[config.mk]
export PLATFORM = sky130hd
export DESIGN_NAME = nearest_neighbor_preview_scaler
export DESIGN_NICKNAME = d
export VERILOG_FILES = /design/src/rtl/core/nnps_pkg.sv /design/src/rtl/core/nnps_step_div.sv /design/src/rtl/core/nnps_walk.sv /design/src/rtl/core/nnps_pack.sv /design/src/rtl/core/nearest_neighbor_preview_scaler.sv
export SDC_FILE = /design/constraint.sdc
export NUM_CORES = 1
export LEC_CHECK = 0
export BUFFER_PORTS_ARGS = -buffer_cell sky130_fd_sc_hd__clkbuf_2
export CORE_MARGIN = 3
export CORE_UTILIZATION = 45
export CTS_CLUSTER_DIAMETER = 100
export CTS_CLUSTER_SIZE = 30
export DETAILED_ROUTE_END_ITERATION = 16
export GPL_ROUTABILITY_DRIVEN = 0
export GPL_TIMING_DRIVEN = 0
export PLACE_DENSITY_LB_ADDON = 0.3
export SLEW_MARGIN = 15
export SYNTH_ARGS = -nofsm -noshare
export SYNTH_HDL_FRONTEND = slang
export SYNTH_SLANG_ARGS = --single-unit
[constraint.sdc]
create_clock -name clk_i -period 11.1 [get_ports clk_i]
set_clock_uncertainty 0.05 [all_clocks]
set_input_delay 2.22 -clock clk_i [delete_from_list [all_inputs] [get_ports clk_i]]
set_output_delay 2.22 -clock clk_i [all_outputs]
set_load 0.01 [all_outputs]
[src/rtl/core/nnps_pkg.sv]
// Shared types and constants of the nearest-neighbor preview scaler.
package nnps_pkg;

  // Configuration register indexes.
  localparam logic [2:0] CFG_SRC_WIDTH    = 3'd0;
  localparam logic [2:0] CFG_SRC_HEIGHT   = 3'd1;
  localparam logic [2:0] CFG_OUT_WIDTH    = 3'd2;
  localparam logic [2:0] CFG_OUT_HEIGHT   = 3'd3;
  localparam logic [2:0] CFG_CHANNEL_MODE = 3'd4;
  localparam logic [2:0] CFG_MIRROR_ROWS  = 3'd5;

  // Channel mode codes; any other code means four channels.
  localparam logic [1:0] MODE_GRAY = 2'd0;
  localparam logic [1:0] MODE_RGB  = 2'd1;

  localparam logic [7:0] OPAQUE_ALPHA = 8'd255;

  localparam int unsigned DIM_W = 13;
  localparam int unsigned POS_W = 12;
  localparam int unsigned IDX_W = 26;

  // Effective image dimensions after zero and range clamping.
  typedef struct packed {
    logic [DIM_W-1:0] src_w;
    logic [DIM_W-1:0] src_h;
    logic [DIM_W-1:0] out_w;
    logic [DIM_W-1:0] out_h;
  } nnps_geom_t;

  // DDA step values derived from the geometry.
  typedef struct packed {
    logic [DIM_W-1:0] col_quo;
    logic [DIM_W-1:0] col_rem;
    logic [DIM_W-1:0] row_rem;
    logic [IDX_W-1:0] row_step;
  } nnps_step_t;

  // Payload passed from the walk stage to the output stage.
  typedef struct packed {
    logic [3:0][7:0]  samples;
    logic [POS_W-1:0] dest_row;
    logic [POS_W-1:0] dest_col;
    logic [IDX_W-1:0] next_pix;
    logic             last;
  } nnps_stage_t;

endpackage

[src/rtl/core/nnps_step_div.sv]
// Iterative divider that derives the DDA step values from the geometry.
module nnps_step_div (
  input  logic                clk_i,
  input  logic                rst_ni,
  input  logic                start_i,
  input  nnps_pkg::nnps_geom_t geom_i,
  output nnps_pkg::nnps_step_t step_o,
  output logic                busy_o
);
  import nnps_pkg::*;

  localparam logic [1:0] ST_IDLE = 2'd0;
  localparam logic [1:0] ST_LOAD = 2'd1;
  localparam logic [1:0] ST_RUN  = 2'd2;
  localparam logic [1:0] ST_MUL  = 2'd3;
  localparam logic [3:0] LastStep = 4'(DIM_W - 1);

  logic [1:0]       state_q, state_d;
  logic [3:0]       cnt_q, cnt_d;
  logic [DIM_W:0]   col_r_q, col_r_d, row_r_q, row_r_d;
  logic [DIM_W-1:0] col_n_q, col_n_d, row_n_q, row_n_d;
  logic [DIM_W:0]   col_trial, row_trial;
  logic             col_ge, row_ge;
  nnps_step_t       step_q, step_d;

  // One restoring division step for each of the two quotients.
  always_comb begin
    col_trial = {col_r_q[DIM_W-1:0], col_n_q[DIM_W-1]};
    row_trial = {row_r_q[DIM_W-1:0], row_n_q[DIM_W-1]};
    col_ge    = col_trial >= {1'b0, geom_i.out_w};
    row_ge    = row_trial >= {1'b0, geom_i.out_h};
  end

  // Sequencer: load operands, run one bit per cycle, then scale the row step.
  always_comb begin
    state_d = state_q;
    cnt_d   = cnt_q;
    col_r_d = col_r_q;
    row_r_d = row_r_q;
    col_n_d = col_n_q;
    row_n_d = row_n_q;
    step_d  = step_q;
    case (state_q)
      ST_LOAD: begin
        col_r_d = '0;
        row_r_d = '0;
        col_n_d = geom_i.src_w;
        row_n_d = geom_i.src_h;
        cnt_d   = '0;
        state_d = ST_RUN;
      end
      ST_RUN: begin
        col_r_d = col_ge ? col_trial - {1'b0, geom_i.out_w} : col_trial;
        row_r_d = row_ge ? row_trial - {1'b0, geom_i.out_h} : row_trial;
        col_n_d = {col_n_q[DIM_W-2:0], col_ge};
        row_n_d = {row_n_q[DIM_W-2:0], row_ge};
        cnt_d   = cnt_q + 4'd1;
        if (cnt_q == LastStep) begin
          state_d = ST_MUL;
        end
      end
      ST_MUL: begin
        step_d.col_quo  = col_n_q;
        step_d.col_rem  = col_r_q[DIM_W-1:0];
        step_d.row_rem  = row_r_q[DIM_W-1:0];
        step_d.row_step = IDX_W'(geom_i.src_w) * IDX_W'(row_n_q);
        state_d         = ST_IDLE;
      end
      default: begin
        state_d = ST_IDLE;
      end
    endcase
    if (start_i) begin
      state_d = ST_LOAD;
    end
  end

  always_ff @(posedge clk_i or negedge rst_ni) begin
    if (!rst_ni) begin
      state_q         <= ST_IDLE;
      step_q.col_quo  <= DIM_W'(1);
      step_q.col_rem  <= '0;
      step_q.row_rem  <= '0;
      step_q.row_step <= IDX_W'(1);
    end else begin
      state_q <= state_d;
      step_q  <= step_d;
    end
  end

  // Datapath registers of the divider.
  always_ff @(posedge clk_i) begin
    cnt_q   <= cnt_d;
    col_r_q <= col_r_d;
    row_r_q <= row_r_d;
    col_n_q <= col_n_d;
    row_n_q <= row_n_d;
  end

  assign step_o = step_q;
  assign busy_o = state_q != ST_IDLE;

endmodule

[src/rtl/core/nnps_walk.sv]
// Raster walk with DDA accumulators and the input-side pipeline register.
module nnps_walk (
  input  logic                 clk_i,
  input  logic                 rst_ni,
  input  logic                 restart_i,
  input  logic                 accept_i,
  input  logic [3:0][7:0]      samples_i,
  input  nnps_pkg::nnps_geom_t geom_i,
  input  nnps_pkg::nnps_step_t step_i,
  input  logic                 mirror_i,
  input  logic                 down_ready_i,
  output logic                 ready_o,
  output logic                 valid_o,
  output nnps_pkg::nnps_stage_t stage_o
);
  import nnps_pkg::*;

  logic [DIM_W-1:0] out_col_q, out_col_d, out_row_q, out_row_d;
  logic [DIM_W-1:0] col_acc_q, col_acc_d, row_acc_q, row_acc_d;
  logic [IDX_W-1:0] lin_q, lin_d, row_base_q, row_base_d;
  logic [DIM_W:0]   col_sum, row_sum;
  logic             col_carry, row_carry, end_col, end_row;
  logic [DIM_W-1:0] drow;
  logic             valid_q;
  nnps_stage_t      stage_q;

  // Next walk position and source element offset for one accepted beat.
  always_comb begin
    end_col    = ({1'b0, out_col_q} + (DIM_W+1)'(1)) >= {1'b0, geom_i.out_w};
    end_row    = ({1'b0, out_row_q} + (DIM_W+1)'(1)) >= {1'b0, geom_i.out_h};
    col_sum    = {1'b0, col_acc_q} + {1'b0, step_i.col_rem};
    row_sum    = {1'b0, row_acc_q} + {1'b0, step_i.row_rem};
    col_carry  = col_sum >= {1'b0, geom_i.out_w};
    row_carry  = row_sum >= {1'b0, geom_i.out_h};
    drow       = mirror_i ? geom_i.out_h - DIM_W'(1) - out_row_q : out_row_q;
    out_col_d  = out_col_q;
    out_row_d  = out_row_q;
    col_acc_d  = col_acc_q;
    row_acc_d  = row_acc_q;
    lin_d      = lin_q;
    row_base_d = row_base_q;
    if (end_col) begin
      out_col_d = '0;
      col_acc_d = '0;
      if (end_row) begin
        // End of frame: wrap back to the first pixel.
        out_row_d  = '0;
        row_acc_d  = '0;
        row_base_d = '0;
        lin_d      = '0;
      end else begin
        out_row_d  = out_row_q + DIM_W'(1);
        row_acc_d  = row_carry ? DIM_W'(row_sum - {1'b0, geom_i.out_h})
                               : row_sum[DIM_W-1:0];
        row_base_d = row_base_q + step_i.row_step
                   + (row_carry ? IDX_W'(geom_i.src_w) : '0);
        lin_d      = row_base_d;
      end
    end else begin
      out_col_d = out_col_q + DIM_W'(1);
      col_acc_d = col_carry ? DIM_W'(col_sum - {1'b0, geom_i.out_w})
                            : col_sum[DIM_W-1:0];
      lin_d     = lin_q + IDX_W'(step_i.col_quo) + IDX_W'(col_carry);
    end
  end

  // Walk state advances on every accepted beat; a register write restarts it.
  always_ff @(posedge clk_i or negedge rst_ni) begin
    if (!rst_ni) begin
      out_col_q  <= '0;
      out_row_q  <= '0;
      col_acc_q  <= '0;
      row_acc_q  <= '0;
      lin_q      <= '0;
      row_base_q <= '0;
    end else if (restart_i) begin
      out_col_q  <= '0;
      out_row_q  <= '0;
      col_acc_q  <= '0;
      row_acc_q  <= '0;
      lin_q      <= '0;
      row_base_q <= '0;
    end else if (accept_i) begin
      out_col_q  <= out_col_d;
      out_row_q  <= out_row_d;
      col_acc_q  <= col_acc_d;
      row_acc_q  <= row_acc_d;
      lin_q      <= lin_d;
      row_base_q <= row_base_d;
    end
  end

  assign ready_o = !valid_q || down_ready_i;

  // Pipeline register toward the output stage.
  always_ff @(posedge clk_i or negedge rst_ni) begin
    if (!rst_ni) begin
      valid_q <= 1'b0;
    end else if (ready_o) begin
      valid_q <= accept_i;
    end
  end

  always_ff @(posedge clk_i) begin
    if (ready_o && accept_i) begin
      stage_q.samples  <= samples_i;
      stage_q.dest_row <= drow[POS_W-1:0];
      stage_q.dest_col <= out_col_q[POS_W-1:0];
      stage_q.next_pix <= lin_d;
      stage_q.last     <= end_col && end_row;
    end
  end

  assign valid_o = valid_q;
  assign stage_o = stage_q;

endmodule

[src/rtl/core/nnps_pack.sv]
// Pixel packing, channel scaling of the source index and the output register.
module nnps_pack (
  input  logic                  clk_i,
  input  logic                  rst_ni,
  input  logic                  valid_i,
  input  nnps_pkg::nnps_stage_t stage_i,
  input  logic [1:0]            mode_i,
  output logic                  ready_o,
  input  logic                  out_ready_i,
  output logic                  out_valid_o,
  output logic [31:0]           pixel_word_o,
  output logic [11:0]           dest_row_o,
  output logic [11:0]           dest_col_o,
  output logic [25:0]           next_index_o,
  output logic                  last_o
);
  import nnps_pkg::*;

  logic [31:0]      word;
  logic [IDX_W-1:0] index;
  logic [IDX_W-1:0] pix;
  logic             valid_q;
  logic [31:0]      word_q;
  logic [POS_W-1:0] row_q, col_q;
  logic [IDX_W-1:0] index_q;
  logic             last_q;

  // ARGB packing and pixel-to-element index scaling by the channel count.
  always_comb begin
    pix = stage_i.next_pix;
    case (mode_i)
      MODE_GRAY: begin
        word  = {OPAQUE_ALPHA, stage_i.samples[0], stage_i.samples[0],
                 stage_i.samples[0]};
        index = pix;
      end
      MODE_RGB: begin
        word  = {OPAQUE_ALPHA, stage_i.samples[0], stage_i.samples[1],
                 stage_i.samples[2]};
        index = pix + {pix[IDX_W-2:0], 1'b0};
      end
      default: begin
        word  = {stage_i.samples[3], stage_i.samples[0], stage_i.samples[1],
                 stage_i.samples[2]};
        index = {pix[IDX_W-3:0], 2'b00};
      end
    endcase
  end

  assign ready_o = !valid_q || out_ready_i;

  always_ff @(posedge clk_i or negedge rst_ni) begin
    if (!rst_ni) begin
      valid_q <= 1'b0;
    end else if (ready_o) begin
      valid_q <= valid_i;
    end
  end

  // Result register; holds while the receiver stalls.
  always_ff @(posedge clk_i) begin
    if (ready_o && valid_i) begin
      word_q  <= word;
      row_q   <= stage_i.dest_row;
      col_q   <= stage_i.dest_col;
      index_q <= index;
      last_q  <= stage_i.last;
    end
  end

  assign out_valid_o  = valid_q;
  assign pixel_word_o = word_q;
  assign dest_row_o   = row_q;
  assign dest_col_o   = col_q;
  assign next_index_o = index_q;
  assign last_o       = last_q;

endmodule

[src/rtl/core/nearest_neighbor_preview_scaler.sv]
// Top level of the nearest-neighbor preview scaler.
//
// The scaler walks an output grid in raster order. Each slave beat carries
// the channel bytes of the source pixel fetched at the element index given
// by the previous master beat (index 0 after reset or after any register
// write). Each master beat carries the packed ARGB pixel, the destination
// row and column and the element index to fetch next; tlast marks the final
// pixel of the frame, after which the walk wraps to the first pixel.
// Registers are written on the cfg channel (always ready); the user must
// write them only while no beat is in flight, which the block does not
// enforce. A write restarts the walk and the step divider (one load, 13
// restoring steps, one multiply); the slave side waits until it finishes.
// After reset the step values match the reset geometry, so the slave side
// is ready at once. Beats pass the walk and output registers, one per cycle
// while tready is high. The two pipeline registers decouple the sides, so
// the slave side keeps taking beats while one result waits; when the
// receiver stalls, results hold and tready drops once both are full.
module nearest_neighbor_preview_scaler #(
  parameter int unsigned MAX_DIM = 4096
) (
  input  logic        clk_i,
  input  logic        rst_ni,
  // Configuration write channel.
  input  logic        cfg_valid_i,
  output logic        cfg_ready_o,
  input  logic [2:0]  cfg_index_i,
  input  logic [12:0] cfg_data_i,
  // Source samples in.
  input  logic        s_axis_tvalid,
  output logic        s_axis_tready,
  // tdata: sample0 [7:0], sample1 [15:8], sample2 [23:16], sample3 [31:24].
  input  logic [31:0] s_axis_tdata,
  // Scaled pixels out.
  output logic        m_axis_tvalid,
  input  logic        m_axis_tready,
  // tdata: pixel_word [31:0], dest_row [43:32], dest_col [55:44],
  // next_source_index [81:56], zero fill [87:82].
  output logic [87:0] m_axis_tdata,
  // tlast: frame_last.
  output logic        m_axis_tlast
);
  import nnps_pkg::*;

  localparam int unsigned MaxDimC = (MAX_DIM > 8191) ? 8191 : MAX_DIM;
  localparam logic [DIM_W-1:0] MaxDim = DIM_W'(MaxDimC);

  logic [DIM_W-1:0] src_w_q, src_h_q, out_w_q, out_h_q;
  logic [1:0]       mode_q;
  logic             mirror_q;
  logic             cfg_hit;
  nnps_geom_t       geom;
  nnps_step_t       step;
  logic             div_busy, walk_ready, in_accept;
  logic             s1_valid, s2_ready;
  nnps_stage_t      s1_stage;
  logic [31:0]      pixel_word;
  logic [11:0]      dest_row, dest_col;
  logic [25:0]      next_index;

  function automatic logic [DIM_W-1:0] clamp_dim(input logic [DIM_W-1:0] v);
    logic [DIM_W-1:0] r;
    r = v;
    if (v == '0) begin
      r = DIM_W'(1);
    end else if (v > MaxDim) begin
      r = MaxDim;
    end
    return r;
  endfunction

  // Register decode: only indexes in the list count as writes.
  always_comb begin
    case (cfg_index_i)
      CFG_SRC_WIDTH, CFG_SRC_HEIGHT, CFG_OUT_WIDTH, CFG_OUT_HEIGHT,
      CFG_CHANNEL_MODE, CFG_MIRROR_ROWS: cfg_hit = cfg_valid_i;
      default: cfg_hit = 1'b0;
    endcase
  end

  assign cfg_ready_o = 1'b1;

  always_ff @(posedge clk_i or negedge rst_ni) begin
    if (!rst_ni) begin
      src_w_q  <= DIM_W'(1);
      src_h_q  <= DIM_W'(1);
      out_w_q  <= DIM_W'(1);
      out_h_q  <= DIM_W'(1);
      mode_q   <= MODE_RGB;
      mirror_q <= 1'b0;
    end else if (cfg_valid_i) begin
      case (cfg_index_i)
        CFG_SRC_WIDTH:    src_w_q  <= cfg_data_i;
        CFG_SRC_HEIGHT:   src_h_q  <= cfg_data_i;
        CFG_OUT_WIDTH:    out_w_q  <= cfg_data_i;
        CFG_OUT_HEIGHT:   out_h_q  <= cfg_data_i;
        CFG_CHANNEL_MODE: mode_q   <= cfg_data_i[1:0];
        CFG_MIRROR_ROWS:  mirror_q <= cfg_data_i[0];
        default: begin
        end
      endcase
    end
  end

  // Effective dimensions.
  always_comb begin
    geom.src_w = clamp_dim(src_w_q);
    geom.src_h = clamp_dim(src_h_q);
    geom.out_w = clamp_dim(out_w_q);
    geom.out_h = clamp_dim(out_h_q);
  end

  nnps_step_div u_step_div (
    .clk_i   (clk_i),
    .rst_ni  (rst_ni),
    .start_i (cfg_hit),
    .geom_i  (geom),
    .step_o  (step),
    .busy_o  (div_busy)
  );

  assign s_axis_tready = walk_ready && !div_busy;
  assign in_accept     = s_axis_tvalid && s_axis_tready;

  nnps_walk u_walk (
    .clk_i        (clk_i),
    .rst_ni       (rst_ni),
    .restart_i    (cfg_hit),
    .accept_i     (in_accept),
    .samples_i    (s_axis_tdata),
    .geom_i       (geom),
    .step_i       (step),
    .mirror_i     (mirror_q),
    .down_ready_i (s2_ready),
    .ready_o      (walk_ready),
    .valid_o      (s1_valid),
    .stage_o      (s1_stage)
  );

  nnps_pack u_pack (
    .clk_i        (clk_i),
    .rst_ni       (rst_ni),
    .valid_i      (s1_valid),
    .stage_i      (s1_stage),
    .mode_i       (mode_q),
    .ready_o      (s2_ready),
    .out_ready_i  (m_axis_tready),
    .out_valid_o  (m_axis_tvalid),
    .pixel_word_o (pixel_word),
    .dest_row_o   (dest_row),
    .dest_col_o   (dest_col),
    .next_index_o (next_index),
    .last_o       (m_axis_tlast)
  );

  assign m_axis_tdata = {6'b0, next_index, dest_col, dest_row, pixel_word};

endmodule
---- Word level (Yosys, flattened, before mapping) ----
Index checks and enable logic that the tools add are counted.
word-level totals
  register bits after elaboration ......... 450
  logic and storage cells ................. 151
  memory bits (read-only) ................. 0
  bits in latches ......................... 0
  memories kept ........................... 0
  RAM bits ................................ 0
  input port bits ......................... 53
  output and inout port bits .............. 92
operators by class
  $add $sub $neg .......................... 18
  div/mod/pow operators ................... 0
  shifts and indexed selects .............. 0
  $mul .................................... 1
  equality and inequality tests ........... 11
  mux-type cells .......................... 46
  $lt $le $gt $ge ......................... 10
  bitwise operators ....................... 0
  reductions and logical operators ........ 28
operators by type and width
  cell                     count
  $mux W13                 27
  $mux W26                 7
  $pmux W13 S2             4
  $ge A14 B13 Y1           6
  $add A26 B26 Y26         3
  $pmux W32 S2             1
  $gt A13 B13 Y1 const B   4
  $logic_not A13 Y1        4
  $pmux W26 S2             1
  $sub A13 B13 Y13         4
  $add A13 B1 Y14 const B  2
  $add A13 B13 Y14         2
  $add A13 B1 Y13 const B  2
  $add A26 B1 Y26          1
  $add A26 B13 Y26         1
  $mul A13 B13 Y26         1
  $reduce_and A2 Y1        7
  $mux W12                 1
  $sub A12 B1 Y12 const B  1
  $sub A12 B12 Y12         1
  $pmux W4 S2              1
  $reduce_bool A2 Y1       4
  $eq A3 B2 Y1 const B     2
  $eq A3 B3 Y1 const B     2
  15 further kinds         25

---- Longest topological paths before layout ----
Gate-level depths: netlist of the first run.
  depth in word-level cells ............... 10
  gate-level depth with buffers ........... 31
  mapped depth without buffers ............ 30

---- Hierarchy ----
Synthesis of the first run repeated with hierarchy kept, for this count alone.
second synthesis, totals
  cell total of the unflattened synthesis .. 3203
  area, all modules ....................... 32941.6 um2
modules (own cells, without submodules)
  module                           seq. area each (um2)  area an instance (um2)  cells an instance  instances
  nnps_walk                        5119.9                13860.8                 1423               1
  nnps_step_div                    3360.7                11892.7                 1189               1
  nnps_pack                        2517.4                4543.1                  387                1
  nearest_neighbor_preview_scaler  1382.6                2645.0                  204                1

---- Worst setup path after synthesis of the first run ----
Ideal clock, no wire load.
  path type ............................... register to register
  from .................................... register u_step_div.step_q, in the netlist u_step_div.step_o[26]
  to ...................................... register u_walk.lin_q[19]
  cell stages (with the launch flop) ...... 31
  data required time ...................... 10796 ps
  path slack .............................. 4221 ps
  setup time .............................. 254 ps
  data arrival time ....................... 6576 ps
  cells stage by stage .................... dfrtp_1 ha_1 fa_1 a21o_1 a21oi_1 nor2b_1 o211a_1 o21ai_0 nor2b_1 xnor2_1 ha_1 inv_1 o22ai_1 a211o_1 o21ai_0 nand2b_1 a21oi_2 buf_2 buf_2 nor2_1 fa_1 ha_1 nor2b_1 o31a_1 o31ai_1 o21a_1 nor2_1 a311oi_1 xnor2_1 a21oi_1 a21oi_1
between the ends
  word-level cells in the longest chain between the ends .. 8
ends and longest elaborated chain
  what                      line                 source
  start: declaration        nnps_step_div.sv:24  nnps_step_t step_q, step_d;
  start signal: assignment  nnps_step_div.sv:87  step_q <= step_d;
  $add A13 B13 Y14          nnps_walk.sv:32      row_sum = {1'b0, row_acc_q} + {1'b0, step_i.row_rem};
  $ge A14 B13 Y1            nnps_walk.sv:34      row_carry = row_sum >= {1'b0, geom_i.out_h};
  $mux W13                  nnps_walk.sv:56      + (row_carry ? IDX_W'(geom_i.src_w) : '0);
  $add A26 B26 Y26          nnps_walk.sv:56
  $mux W26                  nnps_walk.sv:45      if (end_row) begin
  $mux W26                  nnps_walk.sv:42      if (end_col) begin
  $mux W26                  nnps_walk.sv:83      end else if (accept_i) begin
  $mux W26                  nnps_walk.sv:76      end else if (restart_i) begin
  end signal: assignment    nnps_walk.sv:88      lin_q <= lin_d;
  end: declaration          nnps_walk.sv:20      logic [IDX_W-1:0] lin_q, lin_d, row_base_q, row_base_d;
Every way passes these cells. The select of a mux whose other input is x is not followed.
A chain may end at the register's enable or synchronous reset.

---- Final worst setup path of the first run ----
  from .................................... register u_step_div.step_q, in the netlist u_step_div.step_o[26]
  to ...................................... register u_walk.stage_q, in the netlist u_walk.stage_o[23] (data pin)
between the ends
  word-level cells in the longest chain between the ends .. 6
ends and longest elaborated chain
  what                        line             source
  $add A13 B13 Y14            nnps_walk.sv:32
  $ge A14 B13 Y1              nnps_walk.sv:34
  $mux W13                    nnps_walk.sv:56
  $add A26 B26 Y26            nnps_walk.sv:56
  $mux W26                    nnps_walk.sv:45
  $mux W26                    nnps_walk.sv:42
  named net u_walk.lin_d[22]  nnps_walk.sv:20
  end: declaration            nnps_walk.sv:25  nnps_stage_t stage_q;
The timed path passes the listed nets, and every way through them passes these cells.

==> summary.md, run 1 <==
Yosys printed 0 warnings. The run gives 64,000 µm as the half-perimeter wire length of the detailed placement result. In this run the critical register-to-register path is launched from u_step_div.step_o[26]. Entering global routing, the biggest net connects 97 pins. The run gives 0.221 as the total routing resource utilization after global routing. For the pin with the worst max-slew slack, the measured transition is 1.09 ns. OpenSTA, run right after detailed placement, puts the worst setup slack at 2.77 ns. The endpoint identified for the worst register-to-register timing path is u_walk.stage_o[23]. The tree is rooted in a sky130_fd_sc_hd__clkbuf_16.

The die span in x came out at 270 µm. The number of vias after detailed routing is 23,100, and the worst slew margin relative to its limit is 0.269. Max-cap violations in this run came to 0. Clock tree synthesis inserted a total of 22 buffers.

The initial antenna violation count is 2. STA classifies the critical path endpoint as a flop. Setup repair after global routing left no endpoint under its margin. After synthesis, the most frequently instantiated cells are sky130_fd_sc_hd__nand2_1 (334), sky130_fd_sc_hd__ha_1 (265), sky130_fd_sc_hd__inv_1 (240). The largest single stage delay on the critical path is 0.51 ns. The logs give 68,900 µm² for the placeable core region and 0.393 for the sequential cell area fraction in the yosys report. The number of setup buffers added after CTS was 0.

Launch instance of the worst min-delay path: u_walk.stage_o[38]. Yosys mapped a number of flops with a built-in enable equal to 222. The count of buffers added on input and output ports is 137. The total of endpoints with negative setup slack in the final report came out at 0.

The reported leakage power was 0.0155 µW; the worst-skew pair later-pin latency was 0.58 ns. The die covers 73,100 µm². The tree built by TritonCTS fans out to 450 sinks.

The setup path with the least slack is of type flop to flop. The logs give 3,040 for the gate count of the mapped netlist and 31,500 µm² for the synthesized cell area. The count of nets left with antenna violations once routing finished came out at 0. The most area-hungry cell type in the Yosys netlist is sky130_fd_sc_hd__edfxtp_1. The area share of the largest cell type after synthesis is 0.212, and the global-route wire length before repair is 129,000 µm. In this run, synthesis produced a sequential element count of 450.

The worst hold endpoint was u_pack.dest_col_o[11]. For this block, the initial DRC count from the detailed router was 1,988. The path category of the worst min-delay check is flop to flop.

The wire length after detailed routing came out at 81,800 µm. The logs give 5 for the number of iterations in the first detailed-routing pass and 3 for the largest buffer count on any clock path. In this run the worst path has a maximum fanout of 10.

The run gives 0 as the number of max-slew violations in the final report. TritonCTS built the clock tree. The count of H-tree levels built during CTS is 1, and the signed area change from the synthesized netlist to the final layout is 8.78%.

In the synthesized netlist the dominant register cell turns out to be sky130_fd_sc_hd__edfxtp_1. The worst endpoint data arrival time was 8.62 ns; the required time at the worst-slack endpoint was 11.37 ns. The most frequent cell on the critical path is sky130_fd_sc_hd__ha_1. The run finished with clean final reports. For the count of non-filler cells in the finished layout, the log shows 4,161. The aggregate negative setup slack is 0 ns. The number of gates resized after CTS was 0.

The worst register-to-register path has a depth of 30. The number of hold-slack violations in the final timing report came out at 0. The cell family contributing the most delay on the critical path was compound AO/OA/AOI/OAI gates.

The share of synthesized flip-flops with an asynchronous set or reset works out to 0.507. Cell depth of the worst min-delay path: 0. Post-route core utilization: 0.497.

Using the TritonRoute via totals, the vias-per-cell ratio works out to 5.54. The portion of the clock cycle consumed by the worst path in the final layout was 0.753; the total number of placement rows was 96. The initial core utilization was 0.456; the number of nets in the layout was 3,673.

The number of buffer and inverter instances along the worst setup path is 3, and the I/O pin count is 145. The via count of the first global-routing pass was 22,300; the number of distinct library cells after synthesis was 81. The largest individual stage delay along the critical path comes from the cell sky130_fd_sc_hd__a21oi_2. Maximum ir drop on the vdd rail: 0.227 mV. After clock tree synthesis, the flow added hold-fix buffers numbering 0.

In the final routed layout, each cell accounts on average for 19.7 µm. The critical path runs through a total of 30 cells. The remaining design rule violation count was 0. Dividing the synthesized area by the synthesized cell count gives 10.4 µm².

Global routing finished with a remaining overflow of 0. In this run, placement finished with an instance count of 4,117. Once routing completed, OpenROAD measured the worst setup slack at 2.75 ns.

The share of final-layout standard cells stronger than drive strength 1 works out to 0.104. The most instantiated library cell after synthesis was sky130_fd_sc_hd__nand2_1. Summing internal, switching and leakage power gives 10,900 µW. Clock-pin slew was measured on the worst setup and hold paths at 0.12 ns. The height of the die is 270 µm, and the total power divided by cell area is 319 nW/µm². The startpoint type of the worst setup path is a flop. The time the final worst path needs with I/O delays and setup came out at 8.35 ns.

Ranked by total cell area, the synthesized netlist is headed by sky130_fd_sc_hd__edfxtp_1 (21%), sky130_fd_sc_hd__dfrtp_1 (18%), sky130_fd_sc_hd__ha_1 (11%). Setup slack on the worst reg-to-reg path comes out at 2.75 ns. The tools report the highest clock frequency the design can meet as 0.120 GHz.
layout make-up:
class                   count  area, µm²
inverters                 241        905
diodes                      4       10.0
fillers                  6382      34700
multi-input cells        2237      17700
well taps                 931       1160
plain buffers             117        479
clock buffers              31        606
flip-flops and latches    450      12400
repair buffers            141        797
clock inverters             9        149
metal layers:
metal  GRT usage  wire (µm)  share of wire
met1       0.329      39000           0.48
met2       0.342      35400           0.43
met3      0.0306       5200          0.064
met4      0.0534       2150          0.026
met5           0          0              0
placed cells by master, fill, tap and decap left out, types with 10 or more instances in the layout:
cell / n
sky130_fd_sc_hd__nand2_1: 334
sky130_fd_sc_hd__ha_1: 264
sky130_fd_sc_hd__inv_1: 240
sky130_fd_sc_hd__edfxtp_1: 222
sky130_fd_sc_hd__dfrtp_1: 221
sky130_fd_sc_hd__o21ai_0: 191
sky130_fd_sc_hd__fa_1: 145
sky130_fd_sc_hd__a21oi_1: 138
sky130_fd_sc_hd__clkbuf_2: 136
sky130_fd_sc_hd__xnor2_1: 129
sky130_fd_sc_hd__nor2_1: 125
sky130_fd_sc_hd__mux2_2: 117
sky130_fd_sc_hd__clkbuf_1: 101
sky130_fd_sc_hd__and2_1: 69
sky130_fd_sc_hd__nor2b_1: 66
sky130_fd_sc_hd__nand3_1: 66
sky130_fd_sc_hd__mux2i_1: 57
sky130_fd_sc_hd__a21o_1: 50
sky130_fd_sc_hd__xor2_1: 50
sky130_fd_sc_hd__nor3_1: 46
sky130_fd_sc_hd__nand2b_1: 36
sky130_fd_sc_hd__a22o_1: 36
sky130_fd_sc_hd__o21a_1: 29
sky130_fd_sc_hd__a31oi_1: 23
sky130_fd_sc_hd__clkbuf_16: 23
sky130_fd_sc_hd__nor4_1: 19
sky130_fd_sc_hd__nand4_1: 19
sky130_fd_sc_hd__and3_1: 19
sky130_fd_sc_hd__o31ai_1: 16
sky130_fd_sc_hd__a211oi_1: 15
sky130_fd_sc_hd__o21bai_1: 15
sky130_fd_sc_hd__or3_1: 14
sky130_fd_sc_hd__o211a_1: 12
sky130_fd_sc_hd__o211ai_1: 11
sky130_fd_sc_hd__o22ai_1: 10
power breakdown:
group	switching [µW]	internal, µW	total [µW]	leakage, µW
combinational	4200	2970	7170	0.0101
clock	597	416	1010	0.000358
sequential	384	2360	2750	0.00506
metrics by stage:
step / hold WS, ns / area, µm²
floorplan: 0.350 / 31500
global placement: 0.353 / 33300
detailed placement: 0.355 / 33500
CTS: 0.381 / 34200
global route: 0.384 / 34200
finish: 0.378 / 34200
state kept, by name, summed over array words and instances, names as in the netlist, 13 cells and up:
| name | count |
|---|---|
| u_step_div.step_o | 65 |
| out_h_q | 13 |
| u_step_div.row_r_q | 13 |
| u_walk.out_row_q | 13 |
| src_h_q | 13 |
| u_step_div.row_n_q | 13 |
| u_walk.out_col_q | 13 |
| u_pack.next_index_o | 26 |
| out_w_q | 13 |
| u_walk.stage_o | 83 |
| u_walk.row_acc_q | 13 |
| u_walk.col_acc_q | 13 |
| src_w_q | 13 |
| u_walk.lin_q | 26 |
| u_step_div.col_r_q | 13 |
| u_pack.pixel_word_o | 32 |
| u_walk.row_base_q | 26 |
| u_step_div.col_n_q | 13 |
cells by family (layout without fill, tap and decap cells):
kind of cell	Yosys count	after routing	share of synthesized area
AND/OR/NAND/NOR	848	848	0.129
buffers and inverters	358	539	0.0439
AO/OA/AOI/OAI	617	617	0.125
multiplexers	175	175	0.0605
XOR/XNOR	179	179	0.0498
flip-flops	450	450	0.393
other	2	11	0.000239
adder cells (fa/ha/maj)	411	411	0.198
worst max path at each step:
stage | startpoint | end | slack, ns
floorplan | u_step_div.step_o[26] | u_walk.lin_q[19] | 4.22
detailed placement | u_step_div.step_o[26] | u_walk.stage_o[23] | 2.77
CTS | u_step_div.step_o[26] | u_walk.stage_o[26] | 2.73
global placement | u_step_div.step_o[26] | u_walk.stage_o[26] | 2.89
global route | u_step_div.step_o[26] | u_walk.stage_o[26] | 2.17
finish | u_step_div.step_o[26] | u_walk.stage_o[23] | 2.75
(Power assumes the default switching activity.)
==> inputs of run 2 (changes only) <==
--- a/config.mk
+++ b/config.mk
@@ -5,6 +5,7 @@
 export SDC_FILE = /design/constraint.sdc
 export NUM_CORES = 1
 export LEC_CHECK = 0
+export ABC_AREA = 1
 export BUFFER_PORTS_ARGS = -buffer_cell sky130_fd_sc_hd__clkbuf_2
 export CORE_MARGIN = 3
 export CORE_UTILIZATION = 45
==> constraint.sdc (replaced) <==
create_clock -name clk_i -period 8.1 [get_ports clk_i]
set_clock_uncertainty 0.05 [all_clocks]
set_input_delay 1.62 -clock clk_i [delete_from_list [all_inputs] [get_ports clk_i]]
set_output_delay 1.62 -clock clk_i [all_outputs]
set_load 0.01 [all_outputs]
==> run 2 against run 1 <==
Compared with the run above:
- sequential power rose by 35%
- global-route usage is 0.67 points higher
- combinational power increased by 29%
- first-iteration DRC count rose by 16%
- power grew 31%
- synthesized cell count rose by 40%
- via count is 24% higher
- critical endpoint is now u_step_div.step_o[19]
- non-clock buffer count is 19 lower
==> summary.md, run 2 <==
The clock sink total came out at 450 (unchanged). The flip-flop count of the largest register after layout works out to 83 (unchanged). The number of distinct library cells after synthesis was 52 (-36%). Wire length after detailed routing: 89,600 µm (+9.6%). The worst slew margin relative to its limit came out at 0.323 (+0.0539). The internal power component is 7010 µW (+22%). The portion of the clock cycle consumed by the worst path in the final layout was 0.846 (+0.0935); the gate count of the mapped netlist was 4,255 (+40%). The aggregate negative setup slack is 0 ns (unchanged).

The post-detailed-route count of antenna-violating nets was 0 (unchanged). By count the netlist is led by sky130_fd_sc_hd__nand2_1 (1,389), sky130_fd_sc_hd__inv_1 (578), sky130_fd_sc_hd__nor2_1 (300). The multi-input logic area was 18,700 µm² (+5.2%); the number of hold-slack violations in the final timing report was 0 (unchanged). Setup repair after global routing left no endpoint under its margin. The number of max-capacitance violations reported was 0 (unchanged); the logic gate share of total power was 0.644 (-0.012).

The top cell types in the final layout, fill and taps aside, are sky130_fd_sc_hd__nand2_1 (1,389), sky130_fd_sc_hd__inv_1 (577), sky130_fd_sc_hd__nor2_1 (300). The number of buffer and inverter instances along the worst setup path works out to 4 (+1). The tools report the kind of end point of the critical path as a flop. The number of setup buffers added after CTS was 0 (unchanged).

The tools report the root buffer selected by CTS as sky130_fd_sc_hd__clkbuf_16. The count of input and output buffers was 137 (unchanged). The sequential cell area fraction in the yosys report was 0.368 (-0.0257); the via count of the first global-routing pass was 27,300 (+22%). The library cell used most frequently in the layout, excluding fill and tap cells, is sky130_fd_sc_hd__nand2_1.

The cell family contributing the most delay on the critical path is adder cells. The number of buffers added by the clock tree synthesis step is 22 (unchanged), and the total of endpoints with negative setup slack in the final report is 0 (unchanged). The time the final worst path needs with I/O delays and setup came out at 6.85 ns (-1.50 ns).

The synthesized cell area was 33,700 µm² (+7.0%); the largest buffer count on any clock path was 3 (unchanged). By instance count, the leading cell after synthesis is sky130_fd_sc_hd__nand2_1. The clock transition at the register clock pins on the worst setup and hold paths after CTS was 0.11 ns (about the same); the worst hold slack across all endpoints was 0.376 ns (-0.00184 ns). The worst register-to-register path ends at u_step_div.step_o[19].

The die outline area is 78,100 µm² (+6.8%), and the area share of the largest cell type after synthesis is 0.198 (-0.0139). The proportion of total power due to net switching came out at 0.510 (+0.0365). Startpoint type of the worst setup path: a flop. For the number of gates given a new drive strength after cts, the log shows 0 (unchanged). The launch instance of the worst min-delay path was u_walk.stage_o[41]. The number of vias after detailed routing was 28,500 (+24%). The average cell area after synthesis came out at 7.91 µm² (-24%). For this design, the slowest cell found on the critical path is sky130_fd_sc_hd__a21boi_0. The height of the die was 280 µm (+3.4%); the count of H-tree levels built during CTS was 1 (unchanged). Part of the power in the clock network: 0.097 (+0.004). The most area-hungry cell type in the Yosys netlist is sky130_fd_sc_hd__edfxtp_1.

In this run the worst hold path is classified as flop to flop. Via count normalized by instance count: 5.27 (-4.9%). The start of the worst register-to-register path was src_w_q[6].

The number of enable-type register cells in the synthesized netlist is 222 (unchanged), and the maximum ir drop on the vdd rail is 0.284 mV (+25%). Total of flip-flops plus latches after synthesis: 450 (unchanged). The I/O pin count is 145 (unchanged), and the reported leakage power is 0.0189 µW (+22%).

For the initial antenna violation count, the log shows 1 (-1). Share of final-layout standard cells stronger than drive strength 1: 0.0578 (-0.0466). The critical path goes through nor2_1 -> nand2_1 -> nor4_1 -> nand3_1 -> nand2_1 -> nand2_1 -> clkinv_1 -> nand2_1 -> fa_1 -> inv_1 -> fa_1 -> fa_1 -> inv_1 -> fa_1 -> fa_1 -> inv_1 -> ha_1 -> a21oi_1 -> a21boi_0 -> o21ai_0 -> nand3_1 -> nand3b_1 -> nand3_1 -> nand2_1. The number of buffers inserted for hold repair after clock tree synthesis was 0 (unchanged). Number of antenna diodes: 0 (-4). After synthesis, the cell types taking the most area are sky130_fd_sc_hd__edfxtp_1 (20%), sky130_fd_sc_hd__dfrtp_1 (16%), sky130_fd_sc_hd__nand2_1 (15%). The number of nets in the layout was 4,890 (+33%); the path depth of the worst reg2reg path was 24 (-20%). The worst endpoint data arrival time is 7.26 ns (-1.36 ns), and the total power divided by cell area is 392 nW/µm² (+23%).

The slew at the pin closest to its max-slew limit is 1.01 ns (-0.0763 ns). TritonCTS built the clock tree. The maximum number of pins on one net before global-route repair was 94 (-3.1%); the longest individual stage delay on the worst path was 0.63 ns (+0.12 ns). For the total grt overflow, the log shows 0 (unchanged). The global-route wire length before repair was 143,000 µm (+12%); the signed area change from the synthesized netlist to the final layout was 8.51%. Main flop type after synthesis: sky130_fd_sc_hd__edfxtp_1. The flow ran to the end, and the final reports show no timing, DRC or antenna violations. The half-perimeter wire length of the detailed placement result came out at 72,000 µm (+12%).

For the post-route core utilization, the log shows 0.497 (about the same). Cell depth of the worst min-delay path: 0 (unchanged). The routed wire length per instance is 16.6 µm (-16%), and the total number of placement rows is 99 (+3.1%). The remaining design rule violation count is 0 (unchanged), and the iteration-0 DRC count of the detailed router is 2,308 (+16%). The tools report the register area as 12,400 µm² (unchanged).

The logs give 0 (unchanged) for the count of warnings emitted by yosys and 0.259 (+0.008) for the sequential group share of total power. The initial core utilization is 0.458 (+0.00120), and the flop-to-flop setup slack is 1.25 ns (-1.50 ns). Die span in x: 280 µm (+3.4%). The run gives 7310 µW (+41%) as the net load switching power. The final worst slack was 1.25 ns (-1.50 ns); the maximum net fanout on the critical path was 10 (unchanged). The type of the setup path with the least slack is flop to flop.

The share of synthesized flip-flops with an asynchronous set or reset came out at 0.507 (unchanged). The number of iterations in the first detailed-routing pass is 6 (+1), and the worst-skew pair later-pin latency is 0.60 ns (+0.02 ns). The number of filler instances in the final layout came out at 7,189 (+13%).

The pre-CTS setup slack came out at 1.33 ns (-1.45 ns). The total routing resource utilization after global routing is 0.228 (+0.00672). The logs give 0.146 GHz (+22%) for the highest clock frequency the design can meet and 73,600 µm² (+6.7%) for the placeable core region. The required time at the worst-slack endpoint came out at 8.51 ns (-2.86 ns).

The worst hold path terminates at u_pack.dest_row_o[2]. Number of max-slew violations in the final report: 0 (unchanged).
==> run 2: cell count changes in the layout (fill, tap and decap cells not counted), moves of 35 or more <==
cell                       previous run  this run
sky130_fd_sc_hd__a21oi_1            138       175
sky130_fd_sc_hd__mux2_2             117         0
sky130_fd_sc_hd__nand3_1             66       228
sky130_fd_sc_hd__nor2_1             125       300
sky130_fd_sc_hd__nand2_1            334      1389
sky130_fd_sc_hd__nand2b_1            36         1
sky130_fd_sc_hd__clkbuf_1           101        66
sky130_fd_sc_hd__nor2b_1             66         0
sky130_fd_sc_hd__inv_1              240       577
sky130_fd_sc_hd__a22o_1              36         1
sky130_fd_sc_hd__xnor2_1            129        46
sky130_fd_sc_hd__mux2i_1             57         0
sky130_fd_sc_hd__and2_1              69         8
==> run 2: worst max path at each step <==
stage	start	endpoint	slack (ns)	depth (start not counted)
2_1_floorplan	m_axis_tready	u_pack.dest_col_o[0]	1.84	2
3_3_place_gp	m_axis_tready	u_pack.dest_row_o[0]	0.05	3
3_5_place_dp	src_w_q[6]	u_step_div.step_o[19]	1.33	24
4_1_cts	src_w_q[6]	u_step_div.step_o[19]	1.30	24
5_1_grt	src_w_q[4]	u_step_div.step_o[19]	0.76	26
6_report	src_w_q[6]	u_step_div.step_o[19]	1.25	24
==> run 2: metrics by stage <==
step / instance area, µm² / cells / power [µW]
detailed placement: 35800 / 5362 / 12800
finish: 36500 / 5402 / 14300
floorplan: 33700 / 4260 / 10400
CTS: 36500 / 5402 / 14300
global placement: 35600 / 5356 / 12700
global route: 36500 / 5402 / 15800
==> run 2: layer usage <==
layer  track usage  up-vias  wire length [µm]
met2         0.374      877             40600
li1              -    14100                 -
met4        0.0587        0              2480
met1         0.318    13400             40600
met3        0.0332      118              5930
met5       0.00244        -                 0
==> run 2: cell families after synthesis <==
logic type,share of synthesized area
AO/OA/AOI/OAI,0.0837
XOR/XNOR,0.0315
adder cells (fa/ha/maj),0.185
buffers and inverters,0.0794
flip-flops,0.368
other,0.000223
AND/OR/NAND/NOR,0.253
==> run 2: power by group through the flow <==
stage	registers [µW]	clock network, µW	logic, µW
global route	3770	1490	10500
detailed placement	3740	0	9090
floorplan	3640	0	6730
global placement	3780	0	8940
CTS	3690	1420	9160
finish	3710	1390	9220
==> run 2: cell type report <==
cell class,count,share of cell area
buffer,96,0.0125
clock buffer,29,0.0166
clock inverter,11,0.00418
inverter,591,0.0608
multi-input combinational,3123,0.511
sequential,450,0.339
tap,959,0.0328
timing repair buffer,143,0.0235
==> run 2: worst register-to-register path, stage by stage, from the launching register on <==
cell and delay (ns):
sky130_fd_sc_hd__dfrtp_1 0.42, sky130_fd_sc_hd__nor2_1 0.11, sky130_fd_sc_hd__nand2_1 0.06, sky130_fd_sc_hd__nor4_1 0.28
sky130_fd_sc_hd__nand3_1 0.11, sky130_fd_sc_hd__nand2_1 0.22, sky130_fd_sc_hd__nand2_1 0.31, sky130_fd_sc_hd__clkinv_1 0.32
sky130_fd_sc_hd__nand2_1 0.13, sky130_fd_sc_hd__fa_1 0.55, sky130_fd_sc_hd__inv_1 0.06, sky130_fd_sc_hd__fa_1 0.50
sky130_fd_sc_hd__fa_1 0.51, sky130_fd_sc_hd__inv_1 0.05, sky130_fd_sc_hd__fa_1 0.46, sky130_fd_sc_hd__fa_1 0.55
sky130_fd_sc_hd__inv_1 0.04, sky130_fd_sc_hd__ha_1 0.35, sky130_fd_sc_hd__a21oi_1 0.24, sky130_fd_sc_hd__a21boi_0 0.63
sky130_fd_sc_hd__o21ai_0 0.36, sky130_fd_sc_hd__nand3_1 0.17, sky130_fd_sc_hd__nand3b_1 0.09, sky130_fd_sc_hd__nand3_1 0.12
sky130_fd_sc_hd__nand2_1 0.06
